### config.mk
export PLATFORM = sky130hd
export DESIGN_NAME = fnd_div_step
export DESIGN_NICKNAME = d
export VERILOG_FILES = /design/src/hw/rtl/fnd_pkg.sv /design/src/hw/rtl/fnd_div_step.sv
export SDC_FILE = /design/constraint.sdc
export NUM_CORES = 1
export LEC_CHECK = 0
export ABC_AREA = 1
export ABC_CLOCK_PERIOD_IN_PS = 9600
export BUFFER_PORTS_ARGS = -buffer_cell sky130_fd_sc_hd__buf_4
export CORE_AREA = 2 2 154 156
export DETAILED_ROUTE_END_ITERATION = 10
export DIE_AREA = 0 0 156 158
export PLACE_DENSITY = 0.65
export SLEW_MARGIN = 20
export SYNTH_ARGS = -nofsm -noshare
export SYNTH_HDL_FRONTEND = slang
export SYNTH_SLANG_ARGS = --single-unit
### constraint.sdc
create_clock -name clk -period 9.6 [get_ports clk]
set_input_delay 1.92 -clock clk [delete_from_list [all_inputs] [get_ports clk]]
set_output_delay 1.92 -clock clk [all_outputs]
set_load 0.005 [all_outputs]
### src/hw/rtl/fnd_pkg.sv
// ---------------------------------------------------------------------------
// fnd_pkg
// Shared types, widths, ratio table and helpers for the frequency to note
// deviation block.
// ---------------------------------------------------------------------------
`timescale 1ns / 1ps

package fnd_pkg;

	localparam int NOTE_COUNT_DEF = 128;

	localparam int FREQ_W      = 18;
	localparam int A3_W        = 13;
	localparam int NOTE_W      = 7;
	localparam int NB_W        = 9;
	localparam int PCT_W       = 7;
	localparam int RATIO_W     = 17;
	localparam int PROD_W      = A3_W + RATIO_W;
	localparam int V_W         = 40;
	localparam int SCALE_SHIFT = 21;
	localparam int REM_W       = V_W + 7;
	localparam int Q_W         = 8;
	localparam int IDX_W       = 9;
	localparam int J_W         = 5;
	localparam int S_W         = 4;

	localparam logic [A3_W-1:0]   A3_RESET = 13'd3520;
	localparam logic [FREQ_W-1:0] FREQ_MAX = 18'd262143;
	localparam logic [PCT_W-1:0]  PCT_MAX  = 7'd100;

	// search state for one item
	typedef struct packed {
		logic [FREQ_W-1:0] freq;
		logic [NOTE_W-1:0] note;
		logic              oor;
	} srch_t;

	// result fields carried down the divider
	typedef struct packed {
		logic [NOTE_W-1:0] closest_note;
		logic [FREQ_W-1:0] closest_frequency;
		logic [NB_W-1:0]   neighbour_note;
		logic [FREQ_W-1:0] neighbour_frequency;
		logic              bend_down;
		logic              out_of_range;
	} res_t;

	// restoring divider state
	typedef struct packed {
		logic [REM_W-1:0] rem;
		logic [V_W-1:0]   den;
		logic [Q_W-1:0]   quo;
	} div_t;

	// 2^(j/24) in unsigned Q16
	function automatic logic [RATIO_W-1:0] ratio(input logic [J_W-1:0] j);
		case (j)
			5'd0:    return 17'd65536;
			5'd1:    return 17'd67456;
			5'd2:    return 17'd69433;
			5'd3:    return 17'd71468;
			5'd4:    return 17'd73562;
			5'd5:    return 17'd75717;
			5'd6:    return 17'd77936;
			5'd7:    return 17'd80220;
			5'd8:    return 17'd82570;
			5'd9:    return 17'd84990;
			5'd10:   return 17'd87480;
			5'd11:   return 17'd90043;
			5'd12:   return 17'd92682;
			5'd13:   return 17'd95398;
			5'd14:   return 17'd98193;
			5'd15:   return 17'd101070;
			5'd16:   return 17'd104032;
			5'd17:   return 17'd107080;
			5'd18:   return 17'd110218;
			5'd19:   return 17'd113448;
			5'd20:   return 17'd116772;
			5'd21:   return 17'd120194;
			5'd22:   return 17'd123715;
			5'd23:   return 17'd127341;
			default: return 17'd0;
		endcase
	endfunction

	// octave of a half-semitone index, h/24 by reciprocal (exact for h < 300)
	function automatic logic [S_W-1:0] oct_of(input logic [IDX_W-1:0] h);
		logic [IDX_W+8:0] p;
		p = (IDX_W+9)'(h) * (IDX_W+9)'(171);
		return p[12 +: S_W];
	endfunction

	// position within the octave, h mod 24
	function automatic logic [J_W-1:0] semi_of(input logic [IDX_W-1:0] h);
		logic [IDX_W-1:0] base;
		base = IDX_W'(oct_of(h)) * IDX_W'(24);
		return J_W'(h - base);
	endfunction

	// scaled value to frequency, rounded half up and saturated
	function automatic logic [FREQ_W-1:0] to_freq(input logic [V_W-1:0] v);
		logic [V_W-1:0]             r;
		logic [V_W-SCALE_SHIFT-1:0] q;
		r = v + (V_W'(1) << (SCALE_SHIFT - 1));
		q = r[V_W-1:SCALE_SHIFT];
		return (q > (V_W-SCALE_SHIFT)'(FREQ_MAX)) ? FREQ_MAX : q[FREQ_W-1:0];
	endfunction

endpackage

### src/hw/rtl/fnd_div_step.sv
// ---------------------------------------------------------------------------
// fnd_div_step
// One quotient bit of the restoring divider for the bend percentage.
// ---------------------------------------------------------------------------
`timescale 1ns / 1ps

module fnd_div_step
	import fnd_pkg::*;
#(
	parameter int SHIFT = 0
) (
	input  logic clk,
	input  logic arst_n,
	input  logic in_valid,
	output logic in_ready,
	input  div_t in_div,
	input  res_t in_res,
	output logic out_valid,
	input  logic out_ready,
	output div_t out_div,
	output res_t out_res
);

	logic             v_s1;
	logic             adv;
	div_t             div_s1;
	res_t             res_s1;
	logic [REM_W-1:0] dsh;
	logic             ge;
	logic [Q_W-1:0]   quo_nx;

	assign adv      = !v_s1 || out_ready;
	assign in_ready = adv;

	// trial subtract of the shifted divisor
	assign dsh    = REM_W'(in_div.den) << SHIFT;
	assign ge     = in_div.rem >= dsh;
	assign quo_nx = in_div.quo | (Q_W'(ge) << SHIFT);

	always_ff @(posedge clk or negedge arst_n) begin
		if (!arst_n) begin
			v_s1 <= 1'b0;
		end else if (adv) begin
			v_s1 <= in_valid;
		end
	end

	always_ff @(posedge clk) begin
		if (adv && in_valid) begin
			res_s1     <= in_res;
			div_s1.den <= in_div.den;
			div_s1.rem <= ge ? in_div.rem - dsh : in_div.rem;
			div_s1.quo <= quo_nx;
		end
	end

	assign out_valid = v_s1;
	assign out_div   = div_s1;
	assign out_res   = res_s1;

endmodule

==> flow_summary.rst <==
.. list-table::
   :header-rows: 1

   * - Metric
     - Value
   * - Fin crit period
     - between 4000 and 5000 ps
   * - Maximum clock path buffer count
     - 2
   * - Most instantiated flip-flop cell in the synthesis netlist
     - sky130_fd_sc_hd__edfxtp_1
   * - Transition time of the tightest slew-check pin
     - 792.8 ps
   * - Post-Synthesis Cell Area
     - about 9100 µm²
   * - Critical path startpoint category
     - input port
   * - Outcome
     - complete, no violations
   * - Floorplan die height
     - roughly 160 µm
   * - Sequential-to-total area share from yosys stat
     - roughly half
   * - Power density relative to cell area
     - ~150 nW/µm²
   * - Setup repair after global routing missed its margin
     - no
   * - Starting density of the core
     - between 30% and 40%
   * - Full die area
     - 24650 µm²
   * - Leakage power total
     - ~0.0063 µW
   * - Hold Violations, Final
     - 0
   * - Largest net degree at the start of global routing
     - 62
   * - Worst max-slew margin expressed relative to the limit
     - 47.04%
   * - Max VDD drop
     - 100.8 µV
   * - Routed length per placed instance
     - ~16 µm
   * - Post-Route WL
     - around 29000 µm
   * - Via density
     - around 4.6
   * - Area delta synth->final
     - 34.94%
   * - # rows
     - 56
   * - Antenna violation net count after detailed routing
     - 0
   * - Number of clock sinks
     - 150
   * - Total global-route track usage
     - 23.25%
   * - Drt drc
     - 0
   * - Async set-reset flop share out of synthesis
     - less than 1%
   * - Count of buffers from port buffering
     - between 300 and 400
   * - Total number of nets in the final design
     - 1671
   * - Num CTS Buffers
     - 17
   * - Gpl congestion
     - about 0.93
   * - Worst stage delay on the critical path
     - 740 ps
   * - Std-Cell Core Area
     - 23050 µm²
   * - Post-detailed-placement half-perimeter wirelength
     - about 24000 µm
   * - Critical path's most frequent cell
     - sky130_fd_sc_hd__nand2_1
   * - Initial antenna violation count
     - 0
   * - Fin Clk Skew
     - 11.07 ps
   * - Most common cell after layout, fill and taps aside
     - sky130_fd_sc_hd__nand2_1
   * - Power after layout
     - 1879 µW
   * - Fmax achieved
     - between 0.2 and 0.25 GHz
   * - Top cells by area, synth
     - sky130_fd_sc_hd__edfxtp_1, sky130_fd_sc_hd__nand2_1, sky130_fd_sc_hd__inv_1, sky130_fd_sc_hd__ha_1, sky130_fd_sc_hd__nand3_1
   * - Initial DRC Count
     - between 500 and 600
   * - Number of failing setup endpoints in the final timing report
     - 0
   * - Antenna Cells
     - 0
   * - Dominant cell type by area after synthesis
     - sky130_fd_sc_hd__edfxtp_1
   * - Clock latency at the later pin of the worst-skew pair
     - between 400 and 500 ps
   * - Avg Inst Size Synth
     - around 8 µm²
   * - Post-cts gate resize count
     - 0
   * - Synth unique cells
     - 29
   * - Synthesized netlist net count
     - 1354
   * - Total negative setup slack
     - 0 ps
   * - I/O Pins
     - just over 300
   * - Final slew viol count
     - 0
   * - Cell with the largest stage delay on the worst path
     - sky130_fd_sc_hd__inv_4
   * - Number of detailed-route iterations in the first pass
     - 5
   * - Clock transition time at the flip-flop clock pins of the worst setup and hold paths
     - approximately 70 ps
   * - Total of max-cap violations
     - 0
   * - Commonest cells after routing, fill and taps aside
     - sky130_fd_sc_hd__nand2_1, sky130_fd_sc_hd__buf_4, sky130_fd_sc_hd__inv_1
   * - Required time at the endpoint of the critical path
     - ~9900 ps
   * - Synth Warn #
     - 0
   * - Post-synth top area share
     - approximately 50%
   * - Residual overflow from global routing
     - 0
   * - Fraction of layout instances using a drive strength above 1
     - between 20% and 30%
   * - Number of levels the H-tree was split into
     - 4
   * - CP Data Arrival Time
     - about 4800 ps
   * - Worst setup path class
     - in -> reg
   * - Hold buffer count at cts
     - 0
   * - Total via count after detailed routing
     - 8189
   * - Die width
     - about 160 µm
   * - Biggest fanout along the worst timing path
     - 45
   * - Mapped Cells
     - ~1200
   * - Clock tree from TritonCTS
     - yes
   * - Via count of the first global-routing pass
     - 8044
   * - Global-route wire length before repair
     - 43370 µm
   * - Path category of the worst min-delay check
     - reg -> reg
   * - Buffer cell driving the clock tree root
     - sky130_fd_sc_hd__clkbuf_16
   * - Share of the cycle needed by the critical path after routing
     - between 40% and 50%
   * - Cells along the critical path
     - buf_4 > inv_1 > ha_1 > nand2_1 > nand2_1 > inv_2 > nand2_2 > nand2_1 > nand2_2 > nand2_1 > nand2_2 > nand2_2 > nand4_4 > inv_4 > nand2_1 > nand2_1
   * - Flip-flop and latch count after synthesis
     - 150
   * - EDFF count, synth
     - about 150
   * - Setup crit end kind
     - flip-flop
   * - Number of buffers inserted to repair setup after CTS
     - 0
stage by stage:
step	std cells	util (%)	hold WS [ps]	setup slack [ps]	cell area, µm²
floorplan	1160	-	550.7	2837	9116
global placement	1747	50.76	574.5	4675	11700
detailed placement	1747	50.76	618.8	4634	11700
CTS	1779	53.28	636.1	5078	12280
global route	1780	53.34	672.0	4851	12300
finish	1780	53.34	627.2	5116	12300
state kept, by name (all words and copies together) (netlist names):
register   cells
out_res       54
out_div       95
out_valid      1
final cells by class:
type / count / area (µm²)
fill: 2270 / 10760
inverter: 244 / 918.4
clock buffer: 17 / 425.4
sequential: 150 / 4499
tap: 290 / 362.8
timing repair buffer: 306 / 2305
multi-input combinational: 758 / 3631
clock inverter: 15 / 155.1
worst max-delay path: cells and delay by family:
| kind | cells | cell delay [ps] |
|---|---|---|
| AND/OR/NAND/NOR | 11 | 1510 |
| buffers and inverters | 4 | 920 |
| adder cells (fa/ha/maj) | 1 | 370 |
metal layers:
metal  GRT usage [%]  vias to the layer above  part of all wire [%]
met5               0                        -                     0
met4           6.946                        0                   2.1
met3           5.557                       28                   7.2
met2           38.37                      264                    46
met1           30.45                     3660                    45
li1                -                     4237                     -
Yosys cell counts, drive strengths merged (2+ instances only):
library cell / number
nor2: 80
nor4: 3
ha: 40
buf: 8
o21ai: 4
xor2: 22
edfxtp: 149
a21oi: 37
inv: 243
nor3: 7
nand2: 485
nand4: 8
nand3b: 7
or2: 3
nand3: 57
o21bai: 2
where the power goes:
part | leakage [µW] | internal (µW) | switching (µW)
Sequential | 0.00143 | 782 | 13.1
Clock | 0.000284 | 349 | 323
Combinational | 0.00460 | 176 | 237
Total | 0.00631 | 1310 | 573
cell families (layout without fill, tap and decap cells):
group,after synthesis,in the layout,synth area share (%)
fa+ha+maj,41,41,5.712
simple gates,651,651,29.11
flops,150,150,49.38
buf+inv,252,582,10.90
compound gates,44,44,2.787
xor+xnor,22,22,2.114
final timing paths:
check | start | endpoint | slack [ps] | cells after the start
max | in_div[10] | out_div[77]$_DFFE_PP_ | 5120 | 16
max reg2reg | out_valid$_DFFE_PN0N_ | out_div[57]$_DFFE_PP_ | 7360 | 2
max in group asynchronous | arst_n | out_valid$_DFFE_PN0N_ | 8260 | 1
min | out_valid$_DFFE_PN0N_ | out_valid$_DFFE_PN0N_ | 630 | 2
min in group asynchronous | arst_n | out_valid$_DFFE_PN0N_ | 1260 | 1
min reg2reg | out_valid$_DFFE_PN0N_ | out_valid$_DFFE_PN0N_ | 630 | 2
(Power assumes the default switching activity.)
