===== config.mk =====
export PLATFORM = sky130hd
export DESIGN_NAME = fnd_search_step
export DESIGN_NICKNAME = d
export VERILOG_FILES = /design/src/hw/rtl/fnd_pkg.sv /design/src/hw/rtl/fnd_search_step.sv
export SDC_FILE = /design/constraint.sdc
export NUM_CORES = 1
export LEC_CHECK = 0
export CORE_MARGIN = 10
export CORE_UTILIZATION = 40
export DETAILED_ROUTE_END_ITERATION = 16
export DONT_BUFFER_PORTS = 1
export HOLD_SLACK_MARGIN = 0.03
export PLACE_DENSITY = 0.55
export SLEW_MARGIN = 20
export SYNTH_ARGS = -nofsm -noshare
export SYNTH_HDL_FRONTEND = slang
export SYNTH_SLANG_ARGS = --single-unit

===== constraint.sdc =====
create_clock -name clk -period 4.5 [get_ports clk]
set_input_delay 0.45 -clock clk [delete_from_list [all_inputs] [get_ports clk]]
set_output_delay 0.45 -clock clk [all_outputs]
set_load 0.01 [all_outputs]

===== src/hw/rtl/fnd_pkg.sv =====
// ---------------------------------------------------------------------------
// fnd_pkg
// Shared types, widths, ratio table and helpers for the frequency to note
// deviation block.
// ---------------------------------------------------------------------------
`timescale 1ns / 1ps

package fnd_pkg;

	localparam int NOTE_COUNT_DEF = 128;

	localparam int FREQ_W      = 18;
	localparam int A3_W        = 13;
	localparam int NOTE_W      = 7;
	localparam int NB_W        = 9;
	localparam int PCT_W       = 7;
	localparam int RATIO_W     = 17;
	localparam int PROD_W      = A3_W + RATIO_W;
	localparam int V_W         = 40;
	localparam int SCALE_SHIFT = 21;
	localparam int REM_W       = V_W + 7;
	localparam int Q_W         = 8;
	localparam int IDX_W       = 9;
	localparam int J_W         = 5;
	localparam int S_W         = 4;

	localparam logic [A3_W-1:0]   A3_RESET = 13'd3520;
	localparam logic [FREQ_W-1:0] FREQ_MAX = 18'd262143;
	localparam logic [PCT_W-1:0]  PCT_MAX  = 7'd100;

	// search state for one item
	typedef struct packed {
		logic [FREQ_W-1:0] freq;
		logic [NOTE_W-1:0] note;
		logic              oor;
	} srch_t;

	// result fields carried down the divider
	typedef struct packed {
		logic [NOTE_W-1:0] closest_note;
		logic [FREQ_W-1:0] closest_frequency;
		logic [NB_W-1:0]   neighbour_note;
		logic [FREQ_W-1:0] neighbour_frequency;
		logic              bend_down;
		logic              out_of_range;
	} res_t;

	// restoring divider state
	typedef struct packed {
		logic [REM_W-1:0] rem;
		logic [V_W-1:0]   den;
		logic [Q_W-1:0]   quo;
	} div_t;

	// 2^(j/24) in unsigned Q16
	function automatic logic [RATIO_W-1:0] ratio(input logic [J_W-1:0] j);
		case (j)
			5'd0:    return 17'd65536;
			5'd1:    return 17'd67456;
			5'd2:    return 17'd69433;
			5'd3:    return 17'd71468;
			5'd4:    return 17'd73562;
			5'd5:    return 17'd75717;
			5'd6:    return 17'd77936;
			5'd7:    return 17'd80220;
			5'd8:    return 17'd82570;
			5'd9:    return 17'd84990;
			5'd10:   return 17'd87480;
			5'd11:   return 17'd90043;
			5'd12:   return 17'd92682;
			5'd13:   return 17'd95398;
			5'd14:   return 17'd98193;
			5'd15:   return 17'd101070;
			5'd16:   return 17'd104032;
			5'd17:   return 17'd107080;
			5'd18:   return 17'd110218;
			5'd19:   return 17'd113448;
			5'd20:   return 17'd116772;
			5'd21:   return 17'd120194;
			5'd22:   return 17'd123715;
			5'd23:   return 17'd127341;
			default: return 17'd0;
		endcase
	endfunction

	// octave of a half-semitone index, h/24 by reciprocal (exact for h < 300)
	function automatic logic [S_W-1:0] oct_of(input logic [IDX_W-1:0] h);
		logic [IDX_W+8:0] p;
		p = (IDX_W+9)'(h) * (IDX_W+9)'(171);
		return p[12 +: S_W];
	endfunction

	// position within the octave, h mod 24
	function automatic logic [J_W-1:0] semi_of(input logic [IDX_W-1:0] h);
		logic [IDX_W-1:0] base;
		base = IDX_W'(oct_of(h)) * IDX_W'(24);
		return J_W'(h - base);
	endfunction

	// scaled value to frequency, rounded half up and saturated
	function automatic logic [FREQ_W-1:0] to_freq(input logic [V_W-1:0] v);
		logic [V_W-1:0]             r;
		logic [V_W-SCALE_SHIFT-1:0] q;
		r = v + (V_W'(1) << (SCALE_SHIFT - 1));
		q = r[V_W-1:SCALE_SHIFT];
		return (q > (V_W-SCALE_SHIFT)'(FREQ_MAX)) ? FREQ_MAX : q[FREQ_W-1:0];
	endfunction

endpackage


===== src/hw/rtl/fnd_search_step.sv =====
// ---------------------------------------------------------------------------
// fnd_search_step
// One bit of the binary note search: boundary product, then compare.
// ---------------------------------------------------------------------------
`timescale 1ns / 1ps

module fnd_search_step
	import fnd_pkg::*;
#(
	parameter int NOTE_COUNT = NOTE_COUNT_DEF,
	parameter int BIT        = 0
) (
	input  logic              clk,
	input  logic              arst_n,
	input  logic [A3_W-1:0]   a3,
	input  logic              in_valid,
	output logic              in_ready,
	input  srch_t             in_data,
	output logic              out_valid,
	input  logic              out_ready,
	output srch_t             out_data
);

	logic              v_s1, v_s2;
	logic              adv1, adv2;
	srch_t             d_s1, d_s2;
	logic [PROD_W-1:0] prod_s1;
	logic [S_W-1:0]    oct_s1;
	logic [NOTE_W-1:0] try_in, try_s1;
	logic [IDX_W-1:0]  h_in;
	logic [V_W-1:0]    x_s1, vtry_s1;
	logic              take;

	// stage handshake
	assign adv2     = !v_s2 || out_ready;
	assign adv1     = !v_s1 || adv2;
	assign in_ready = adv1;

	// candidate note and its lower boundary index 2n+5
	assign try_in = in_data.note | NOTE_W'(1 << BIT);
	assign h_in   = IDX_W'({try_in, 1'b1}) + IDX_W'(4);

	// compare input against the candidate boundary
	assign try_s1  = d_s1.note | NOTE_W'(1 << BIT);
	assign x_s1    = V_W'({d_s1.freq, {SCALE_SHIFT{1'b0}}});
	assign vtry_s1 = V_W'(prod_s1) << oct_s1;
	assign take    = !d_s1.oor && (IDX_W'(try_s1) < IDX_W'(NOTE_COUNT))
		&& (x_s1 >= vtry_s1);

	always_ff @(posedge clk or negedge arst_n) begin
		if (!arst_n) begin
			v_s1 <= 1'b0;
			v_s2 <= 1'b0;
		end else begin
			if (adv1) v_s1 <= in_valid;
			if (adv2) v_s2 <= v_s1;
		end
	end

	always_ff @(posedge clk) begin
		if (adv1 && in_valid) begin
			d_s1    <= in_data;
			prod_s1 <= PROD_W'(a3) * PROD_W'(ratio(semi_of(h_in)));
			oct_s1  <= oct_of(h_in);
		end
		if (adv2 && v_s1) begin
			d_s2.freq <= d_s1.freq;
			d_s2.oor  <= d_s1.oor;
			d_s2.note <= take ? try_s1 : d_s1.note;
		end
	end

	assign out_valid = v_s2;
	assign out_data  = d_s2;

endmodule


==> metrics.txt, run 1 <==
status finished with violations; failing checks negative setup slack; Post-synth top flop edfxtp_1; starting density of the core 0.405; clock tree sinks 88; CTS HTree Levels 3; Post-DRT Antenna Nets 0; Die Y 196 microns; Placed Cells 1809; Mapped Cells 1276; clock buffer depth 2; Top cell by count, worst path fa_1; final setup TNS -118.42 ns; core area 0.0305 sq mm; mux cell area share after synthesis 0.0401; share of cells above drive strength 1 0.295; skew final 0.00770 ns; gr usage total 0.170; largest net degree at the start of global routing 35; GRT Residual Overflow 0; WP data arrival 9.52 ns; fillers 2737; CTS clk-pin slew, worst paths 0.07 ns; slowest library cell on the worst path fa_1; Critical Path RT 4.58 ns; period utilisation layout 2.10; async set or reset register ratio after synthesis 0.0227; unique cell type count in the Yosys netlist 56; Hold Vio Cnt, Final 0; final wirelength 33100 microns; vias in the first global route 9699; Slew @ Worst Pin 0.909 ns; Die ar. 0.0383 sq mm; largest family of logic cells by synthesized area adder cells; number of core rows 64; Util after Layout 0.524; max-cap viol count 0; Final Slew Violations 0; num ports 71; Critical Path Start in_data[2]; CTS root buffer clkbuf_16; RSZ-0062 raised after global routing true; Synth Net Count 1628; Initial DRC Count 489; CTS buffer count 9; IO Port Bufs 0; worst hold stages 0; Mapped Area 0.0123 sq mm; die width 196 microns; post-layout min period 9.44 ns; Largest stage delay, worst path 0.56 ns; XOR/XNOR Fraction of Synth Area 0.0333; sequential element share of the synthesized area 0.213; slew margin rel. 0.394; fin nets 1810; number of flops mapped to enable cells by yosys 86; Synth warnings 0; syn_area_per_cell 9.68 sq um; final non-filler cell total 1859; TritonCTS clock tree done; insertion delay to the later sink of the worst-skew pair 0.34 ns; antenna violations before repair 0; GPL Wtd Cong 0.933; Hold Crit Class primary input to flip-flop; FF+latch count, synth 88; critical path type primary input to flip-flop; ant diodes 0; Synth Area in Simple Gates 0.116; DP HPWL 27000 microns; WL/cell 17.8 microns; CP endpoint kind flip-flop; CP Max Fanout 24; drt first pass iters 5; DRC Markers 0; Synth Area in Compound Gates 0.0719; HP Start in_data[7]; first-pass GRT wire length 52000 microns; Area growth syn-to-layout 29.3%; Adder-Cell Fraction of Synth Area 0.421; Final setup viols 30; via count 9191; fmax 106 MHz; drt via density 4.94; FF-to-FF path depth 16; CP Launch Type primary input; setup ws final -4.94 ns; r2r startpoint oct_s1[0]
-- state kept, by name (all words and copies together) (netlist names) --
| signal | flops |
|---|---|
| oct_s1 | 4 |
| d_s1 | 26 |
| out_valid | 1 |
| prod_s1 | 30 |
| v_s1 | 1 |
| out_data | 26 |
-- cell usage after synthesis (2+ instances only) --
cell | n | area (sq um)
o31ai_1 | 5 | 37.5
and3_1 | 20 | 125
edfxtp_1 | 86 | 2580
a221oi_1 | 2 | 17.5
inv_1 | 298 | 1120
a2bb2oi_1 | 2 | 17.5
a21oi_1 | 39 | 195
nand4_1 | 5 | 31.3
buf_2 | 10 | 50.1
xnor3_1 | 2 | 45.0
clkbuf_1 | 31 | 116
nand3_1 | 16 | 80.1
nor3_1 | 7 | 35.0
nor2_4 | 2 | 22.5
fa_1 | 177 | 3540
xnor2_1 | 31 | 272
nor2b_1 | 5 | 31.3
or3_1 | 3 | 18.8
ha_1 | 132 | 1650
o21bai_1 | 7 | 52.6
dfrtp_1 | 2 | 50.1
nand2_1 | 144 | 541
o211ai_1 | 5 | 37.5
a21bo_2 | 2 | 20.0
a31oi_1 | 4 | 25.0
a211oi_1 | 5 | 37.5
mux2i_1 | 36 | 360
a21o_1 | 15 | 113
a21boi_0 | 2 | 15.0
nand3b_1 | 3 | 22.5
buf_1 | 2 | 7.51
nor4_1 | 3 | 18.8
nor2_1 | 45 | 169
o21a_1 | 5 | 37.5
xor2_1 | 8 | 70.1
and2_1 | 40 | 250
o21ai_0 | 36 | 180
mux2_2 | 10 | 113
nand2b_1 | 9 | 56.3
o21ai_1 | 4 | 20.0
-- path summary, 6_finish.rpt --
kind	slack [ns]	endpoint
setup / recovery	-4.94	prod_s1[28]
hold / removal	0.20	d_s1[7]
setup reg to reg	0.80	out_data[1]
hold reg to reg	0.42	out_data[7]
max in group asynchronous	4.05	out_valid
min in group asynchronous	0.33	v_s1
-- critical path, delay by kind of cell --
family                   cells  cell delay [ns]
AO/OA/AOI/OAI                6             1.30
XOR/XNOR                     5             1.13
adder cells (fa/ha/maj)     13             5.11
buffers and inverters        9             0.67
AND/OR/NAND/NOR              7             0.82
-- layout make-up --
class | count | area (sq um) | share of cell area
Multi-Input combinational cell | 847 | 9520 | 0.596
Sequential cell | 88 | 2630 | 0.165
Timing Repair Buffer | 213 | 1870 | 0.117
Inverter | 299 | 1120 | 0.0703
Tap cell | 396 | 495 | 0.0310
Clock buffer | 9 | 225 | 0.0141
Clock inverter | 7 | 101 | 0.00634
-- through the flow --
step / hold WS (ns) / worst slack, ns / cell area, sq um
after CTS: 0.183 / -4.90 / 15400
after floorplan: 0.154 / -5.16 / 12800
final: 0.199 / -4.94 / 16000
after global placement: 0.154 / -5.43 / 14500
after detailed placement: 0.154 / -5.56 / 14500
after global routing: 0.179 / -5.26 / 16000
-- timing repair --
| item | in CTS | in global routing |
|---|---|---|
| hold buffers | 1 | 0 |
| pin swaps | 59 | 55 |
| resized for setup | 79 | 105 |
| setup buffers | 19 | 17 |
| endpoints found under the setup margin | 30 | 32 |
| endpoints found under the hold margin | 2 | 0 |
| gates cloned | 1 | 1 |
-- kinds of logic after synthesis --
logic type	Yosys count
compound gates	142
buf+inv	342
fa+ha+maj	309
mux	47
xor+xnor	42
simple gates	306
flops	88
-- cells in the final DEF, fill, tap and decap left out, types with 7 or more instances in the layout --
cell and n:
a21o_1 15, a21oi_1 24, a21oi_2 11, and2_1 19, and2_4 17, and3_1 15
buf_12 9, buf_4 167, buf_6 32, clkbuf_16 10, edfxtp_1 86, fa_1 168
fa_2 9, ha_1 98, ha_4 33, inv_1 261, inv_2 38, mux2_2 10
mux2i_1 36, nand2_1 133, nand2_2 7, nand2b_1 9, nand3_1 12, nor2_1 36
nor2_4 10, o21ai_0 25, xnor2_1 22, xnor2_2 8
-- routing by layer --
metal	vias up	global-route usage	part of all wire
met1	4540	0.223	0.45
met3	37	0.0286	0.050
met4	0	0.0469	0.020
li1	4401	-	-
met5	-	0	0
met2	213	0.283	0.48
Power of run 1 is not shown: default switching activity piles up to over one toggle a cycle in this logic, so the estimate is an artifact.
==> run 2, diff against run 1 <==
--- a/config.mk
+++ b/config.mk
@@ -5,6 +5,7 @@
 export SDC_FILE = /design/constraint.sdc
 export NUM_CORES = 1
 export LEC_CHECK = 0
+export ABC_AREA = 1
 export CORE_MARGIN = 10
 export CORE_UTILIZATION = 40
 export DETAILED_ROUTE_END_ITERATION = 16
==> run 2 against run 1 <==
Against the previous run:
- the flow still finishes with violations (negative setup slack)
- non-clock buffer count is 54 higher
- synthesized area is 4.4% higher
- clock skew is 0.0015 ns higher
==> metrics.txt, run 2 <==
status finished with violations (unchanged); failing checks negative setup slack (unchanged); number of core rows 65 (was 64); largest cells by area after synthesis fa_1 27%, edfxtp_1 20%, ha_1 13% (was fa_1 29%, edfxtp_1 21%, ha_1 13%); GPL Wtd Cong 0.989 (was 0.933); Min-Delay Endpoint d_s1[20] (was d_s1[7]); number of flops mapped to enable cells by yosys 86 (unchanged); drt first pass iters 6 (was 5); largest net degree at the start of global routing 61 (was 35); Mapped Cells 1488 (was 1276); first-pass GRT wire length 57800 microns (was 52000 microns); starting density of the core 0.407 (was 0.405); core area 0.0317 sq mm (was 0.0305 sq mm); unique cell type count in the Yosys netlist 47 (was 56); final setup TNS -104.25 ns (was -118.42 ns); CP Launch Type primary input (unchanged); Synth warnings 0 (unchanged); Die ar. 0.0398 sq mm (was 0.0383 sq mm); period utilisation layout 1.93 (was 2.10); final wirelength 36400 microns (was 33100 microns); Reg with most FFs prod_s1 (unchanged); Area growth syn-to-layout 34.7% (was 29.3%); area fraction of the dominant cell type after synthesis 0.275 (was 0.287); GRT Residual Overflow 0 (unchanged); sequential element share of the synthesized area 0.204 (was 0.213); Die Y 200 microns (was 196 microns); FF+latch count, synth 88 (unchanged); CTS clk-pin slew, worst paths 0.06 ns (was 0.07 ns); Top cell by count, worst path fa_1 (unchanged); final non-filler cell total 2131 (was 1859); commonest cells in the netlist 353 x inv_1, 217 x nand2_1, 177 x fa_1, 150 x nand3_1, 132 x ha_1 (was 298 x inv_1, 177 x fa_1, 144 x nand2_1, 132 x ha_1, 86 x edfxtp_1); Critical Path Start in_data[2] (unchanged); CTS buffer count 9 (unchanged); WL/cell 17.1 microns (was 17.8 microns); skew final 0.00917 ns (was 0.00770 ns); antenna violations before repair 0 (unchanged); async set or reset register ratio after synthesis 0.0227 (unchanged); ant diodes 0 (unchanged); DP HPWL 30400 microns (was 27000 microns); area leader, netlist fa_1 (unchanged); Hold Vio Cnt, Final 0 (unchanged); syn_area_per_cell 8.67 sq um (was 9.68 sq um); slew margin rel. 0.424 (was 0.394); top-count cell post-synth inv_1 (unchanged); Mapped Area 0.0129 sq mm (was 0.0123 sq mm); fmax 115 MHz (was 106 MHz); Worst R2R Setup Slack 0.89 ns (was 0.80 ns); Critical Path RT 4.59 ns (was 4.58 ns); vias in the first global route 10886 (was 9699); via count 10530 (was 9191); Largest stage delay, worst path 0.56 ns (about the same); fin nets 2076 (was 1810); DRC Markers 0 (unchanged); gr usage total 0.186 (was 0.170); Final setup viols 30 (unchanged); most common cell after layout, fill and taps aside inv_1 (unchanged); Post-synth top flop edfxtp_1 (unchanged); HP Start in_data[20] (was in_data[7]); insertion delay to the later sink of the worst-skew pair 0.35 ns (was 0.34 ns); drt via density 4.94 (about the same); Synth Net Count 1840 (was 1628); critical path type primary input to flip-flop (unchanged); TritonCTS clock tree done (unchanged); Post-DRT Antenna Nets 0 (unchanged); FF-to-FF path depth 22 (was 16); IO Port Bufs 0 (unchanged); slowest library cell on the worst path fa_1 (unchanged); max-cap viol count 0 (unchanged); Final Slew Violations 0 (unchanged); num ports 71 (unchanged); CTS HTree Levels 3 (unchanged); clock tree sinks 88 (unchanged); WP data arrival 8.80 ns (was 9.52 ns); clock buffer depth 2 (unchanged); fillers 2871 (was 2737); worst hold stages 0 (unchanged); most frequent cells in the layout 296 x inv_1, 211 x buf_4, 185 x nand2_1 (was 261 x inv_1, 168 x fa_1, 167 x buf_4); CP Max Fanout 18 (was 24); Initial DRC Count 593 (was 489); setup ws final -4.20 ns (was -4.94 ns); Hold Crit Class primary input to flip-flop (unchanged); Slew @ Worst Pin 0.865 ns (was 0.909 ns); max reg flops 30 (unchanged); r2r endpoint out_data[1] (unchanged); CTS root buffer clkbuf_16 (unchanged); die width 200 microns (was 196 microns); Placed Cells 2073 (was 1809); RSZ-0062 raised after global routing true (unchanged); share of cells above drive strength 1 0.335 (was 0.295); CP endpoint kind flip-flop (unchanged); post-layout min period 8.70 ns (was 9.44 ns); r2r startpoint oct_s1[0] (unchanged)
-- run 2: final cells by class --
type	count	area, sq um	share of cell area
clock buffer	9	225	0.0130
clock inverter	7	62.6	0.00360
inverter	356	1350	0.0778
multi-input combinational	1002	10300	0.593
sequential	88	2630	0.151
tap	402	503	0.0289
timing repair buffer	267	2300	0.133
-- run 2: logic make-up (layout without fill, tap and decap cells) --
family                   Yosys count  in the layout  synth area share
buffers and inverters            399            639             0.120
flip-flops                        88             88             0.204
adder cells (fa/ha/maj)          309            309             0.403
multiplexers                       6              6           0.00466
XOR/XNOR                          41             41            0.0284
AND/OR/NAND/NOR                  521            522             0.187
AO/OA/AOI/OAI                    124            124            0.0534
-- run 2: what timing repair did --
item,in CTS,in global routing
pin swaps,70,108
hold buffers,1,0
resized for setup,115,170
hold endpoints to repair,2,0
endpoints found under the setup margin,30,30
gates cloned,1,0
setup buffers,30,17
-- run 2: worst max path at each step --
stage	endpoint	slack [ns]
2_1_floorplan	prod_s1[22]	-4.17
4_1_cts	prod_s1[24]	-4.17
3_3_place_gp	prod_s1[25]	-4.59
5_1_grt	prod_s1[26]	-4.58
6_report	prod_s1[24]	-4.20
3_5_place_dp	prod_s1[25]	-4.69
-- run 2: stage by stage --
stage / util / hold WS, ns / setup WS (ns) / cell area [sq um]
CTS: 0.523 / 0.184 / -4.17 / 16600
detailed placement: 0.488 / 0.154 / -4.69 / 15500
global placement: 0.488 / 0.154 / -4.59 / 15500
global route: 0.548 / 0.183 / -4.58 / 17400
finish: 0.548 / 0.197 / -4.20 / 17400
floorplan: - / 0.154 / -4.17 / 13500
-- run 2: per-layer routing --
layer  vias to the layer above  track usage  part of all wire
li1                       5148            -                 -
met1                      5070        0.234              0.43
met2                       254        0.324              0.49
met3                        58       0.0267             0.047
met4                         0       0.0519             0.032
met5                         -            0                 0
-- run 2: worst max-delay path: cells and delay by family --
family | cells | cell delay (ns)
buffers and inverters | 9 | 0.62
AO/OA/AOI/OAI | 7 | 0.94
AND/OR/NAND/NOR | 9 | 0.88
adder cells (fa/ha/maj) | 13 | 5.31
XOR/XNOR | 4 | 0.59
Power of run 2 is left out for the same reason.
==> run 3, diff against run 2 <==
--- a/config.mk
+++ b/config.mk
@@ -8,10 +8,11 @@
 export ABC_AREA = 1
 export CORE_MARGIN = 10
 export CORE_UTILIZATION = 40
+export CTS_BUF_LIST = sky130_fd_sc_hd__clkbuf_8
 export DETAILED_ROUTE_END_ITERATION = 16
 export DONT_BUFFER_PORTS = 1
 export HOLD_SLACK_MARGIN = 0.03
-export PLACE_DENSITY = 0.55
+export PLACE_DENSITY = 0.51
 export SLEW_MARGIN = 20
 export SYNTH_ARGS = -nofsm -noshare
 export SYNTH_HDL_FRONTEND = slang
==> run 3 against run 2 <==
Against the previous run:
- the flow still finishes with violations (negative setup slack)
- final cell count rose by 0.14%
- design area is 0.19% lower
- worst setup slack gained 0.12 ns
- global-route usage increased by 0.64 points
- non-clock buffer count rose by 3
- die area unchanged
- clock skew fell by 0.0039 ns
- sequential share of layout area about the same
- critical path depth increased by 2
- count of clock-buffer cells in the layout did not move
- critical endpoint unchanged
==> metrics.txt, run 3 (synthesized netlist as in run 2, its figures left out) <==
FF-to-FF path depth 21 (was 22); share of cells above drive strength 1 0.346 (was 0.335); Worst R2R Setup Slack 0.90 ns (was 0.89 ns); slowest library cell on the worst path fa_1 (unchanged); slew margin rel. 0.424 (about the same); post-layout min period 8.58 ns (was 8.70 ns); Largest stage delay, worst path 0.54 ns (was 0.56 ns); status finished with violations (unchanged); final setup TNS -102.69 ns (was -104.25 ns); GRT Residual Overflow 0 (unchanged); clock tree sinks 88 (unchanged); CP endpoint kind flip-flop (unchanged); period utilisation layout 1.91 (was 1.93); CTS HTree Levels 3 (unchanged); Critical path buffers and inverters 11 (was 9); fmax 117 MHz (was 115 MHz); failing checks negative setup slack (unchanged); vias in the first global route 10991 (was 10886); drt first pass iters 6 (unchanged); critical path type primary input to flip-flop (unchanged); setup ws final -4.08 ns (was -4.20 ns); Util after Layout 0.547 (was 0.548); GPL Wtd Cong 0.976 (was 0.989); WP data arrival 8.71 ns (was 8.80 ns); worst hold stages 0 (unchanged); number of core rows 65 (unchanged); Area growth syn-to-layout 34.5% (was 34.7%); IO Port Bufs 0 (unchanged); CP Launch Type primary input (unchanged); Final setup viols 30 (unchanged); most frequent cells in the layout 289 x inv_1, 216 x buf_4, 181 x nand2_1 (was 296 x inv_1, 211 x buf_4, 185 x nand2_1); CTS buffer count 9 (unchanged); Top cell by count, worst path fa_1 (unchanged); Initial DRC Count 471 (was 593); core area 0.0317 sq mm (unchanged); Hold Vio Cnt, Final 0 (unchanged); RSZ-0062 raised after global routing true (unchanged); gr usage total 0.192 (was 0.186); antenna violations before repair 0 (unchanged); Slew @ Worst Pin 0.864 ns (was 0.865 ns); die width 200 microns (unchanged); Critical Path RT 4.63 ns (was 4.59 ns); Final Slew Violations 0 (unchanged); Die Y 200 microns (unchanged); max reg flops 30 (unchanged); num ports 71 (unchanged); DP HPWL 31200 microns (was 30400 microns); skew final 0.00530 ns (was 0.00917 ns); TritonCTS clock tree done (unchanged); DRC Markers 0 (unchanged); Reg with most FFs prod_s1 (unchanged); via count 10563 (was 10530); largest net degree at the start of global routing 35 (was 61); Hold Crit Class primary input to flip-flop (unchanged); fin nets 2079 (was 2076); max-cap viol count 0 (unchanged); WL/cell 17.6 microns (was 17.1 microns); Die ar. 0.0398 sq mm (unchanged); CP Max Fanout 18 (unchanged); clock buffer depth 2 (unchanged); ant diodes 0 (unchanged); insertion delay to the later sink of the worst-skew pair 0.36 ns (was 0.35 ns); most common cell after layout, fill and taps aside inv_1 (unchanged); CP top delay family adder cells (unchanged); final hold slack 0.174 ns (was 0.197 ns); Post-DRT Antenna Nets 0 (unchanged); final wirelength 37500 microns (was 36400 microns); starting density of the core 0.407 (unchanged); drt via density 4.95 (was 4.94); Crit path depth 44 (was 42); CTS clk-pin slew, worst paths 0.09 ns (was 0.06 ns); CTS root buffer clkbuf_8 (was clkbuf_16); first-pass GRT wire length 59600 microns (was 57800 microns)
-- run 3: changes by cell type in the layout (fill, tap and decap cells not counted), sizes merged --
cell | before | now
inv | 354 | 355
buf | 266 | 269
clkinv | 6 | 5
-- run 3: timing repair --
item                                    4_1_cts  5_1_grt
hold buffers                                  1        0
endpoints found under the setup margin       30       30
endpoints found under the hold margin         2        0
setup buffers                                36       17
gates cloned                                  1        0
gates resized for setup                     194      108
pin swaps                                   131       92
-- run 3: layout make-up --
type / instances / area (sq um)
timing repair buffer: 270 / 2330
tap: 402 / 503
clock inverter: 7 / 71.3
sequential: 88 / 2630
multi-input combinational: 1002 / 10300
inverter: 356 / 1340
fill: 2929 / 14400
clock buffer: 9 / 124
-- run 3: stage by stage --
step                cell area, sq um  setup slack (ns)  std cells
floorplan                      13500             -4.17       1488
global placement               15500             -4.75       2068
detailed placement             15500             -4.79       2068
CTS                            16700             -4.16       2118
global route                   17300             -4.45       2134
finish                         17300             -4.08       2134
-- run 3: metal layers --
metal | share of wire | track usage
met2 | 0.49 | 0.336
met3 | 0.040 | 0.0256
met1 | 0.43 | 0.237
met5 | 0 | 0
met4 | 0.035 | 0.0679
-- run 3: worst paths after layout --
kind	start	to
worst max-delay path	in_data[2]	prod_s1[24]
worst min-delay path	in_data[23]	d_s1[23]
worst max register to register	oct_s1[0]	out_data[1]
worst min register to register	d_s1[6]	out_data[6]
max in group asynchronous	arst_n	v_s1
min in group asynchronous	arst_n	out_valid
Power of run 3 is left out for the same reason.
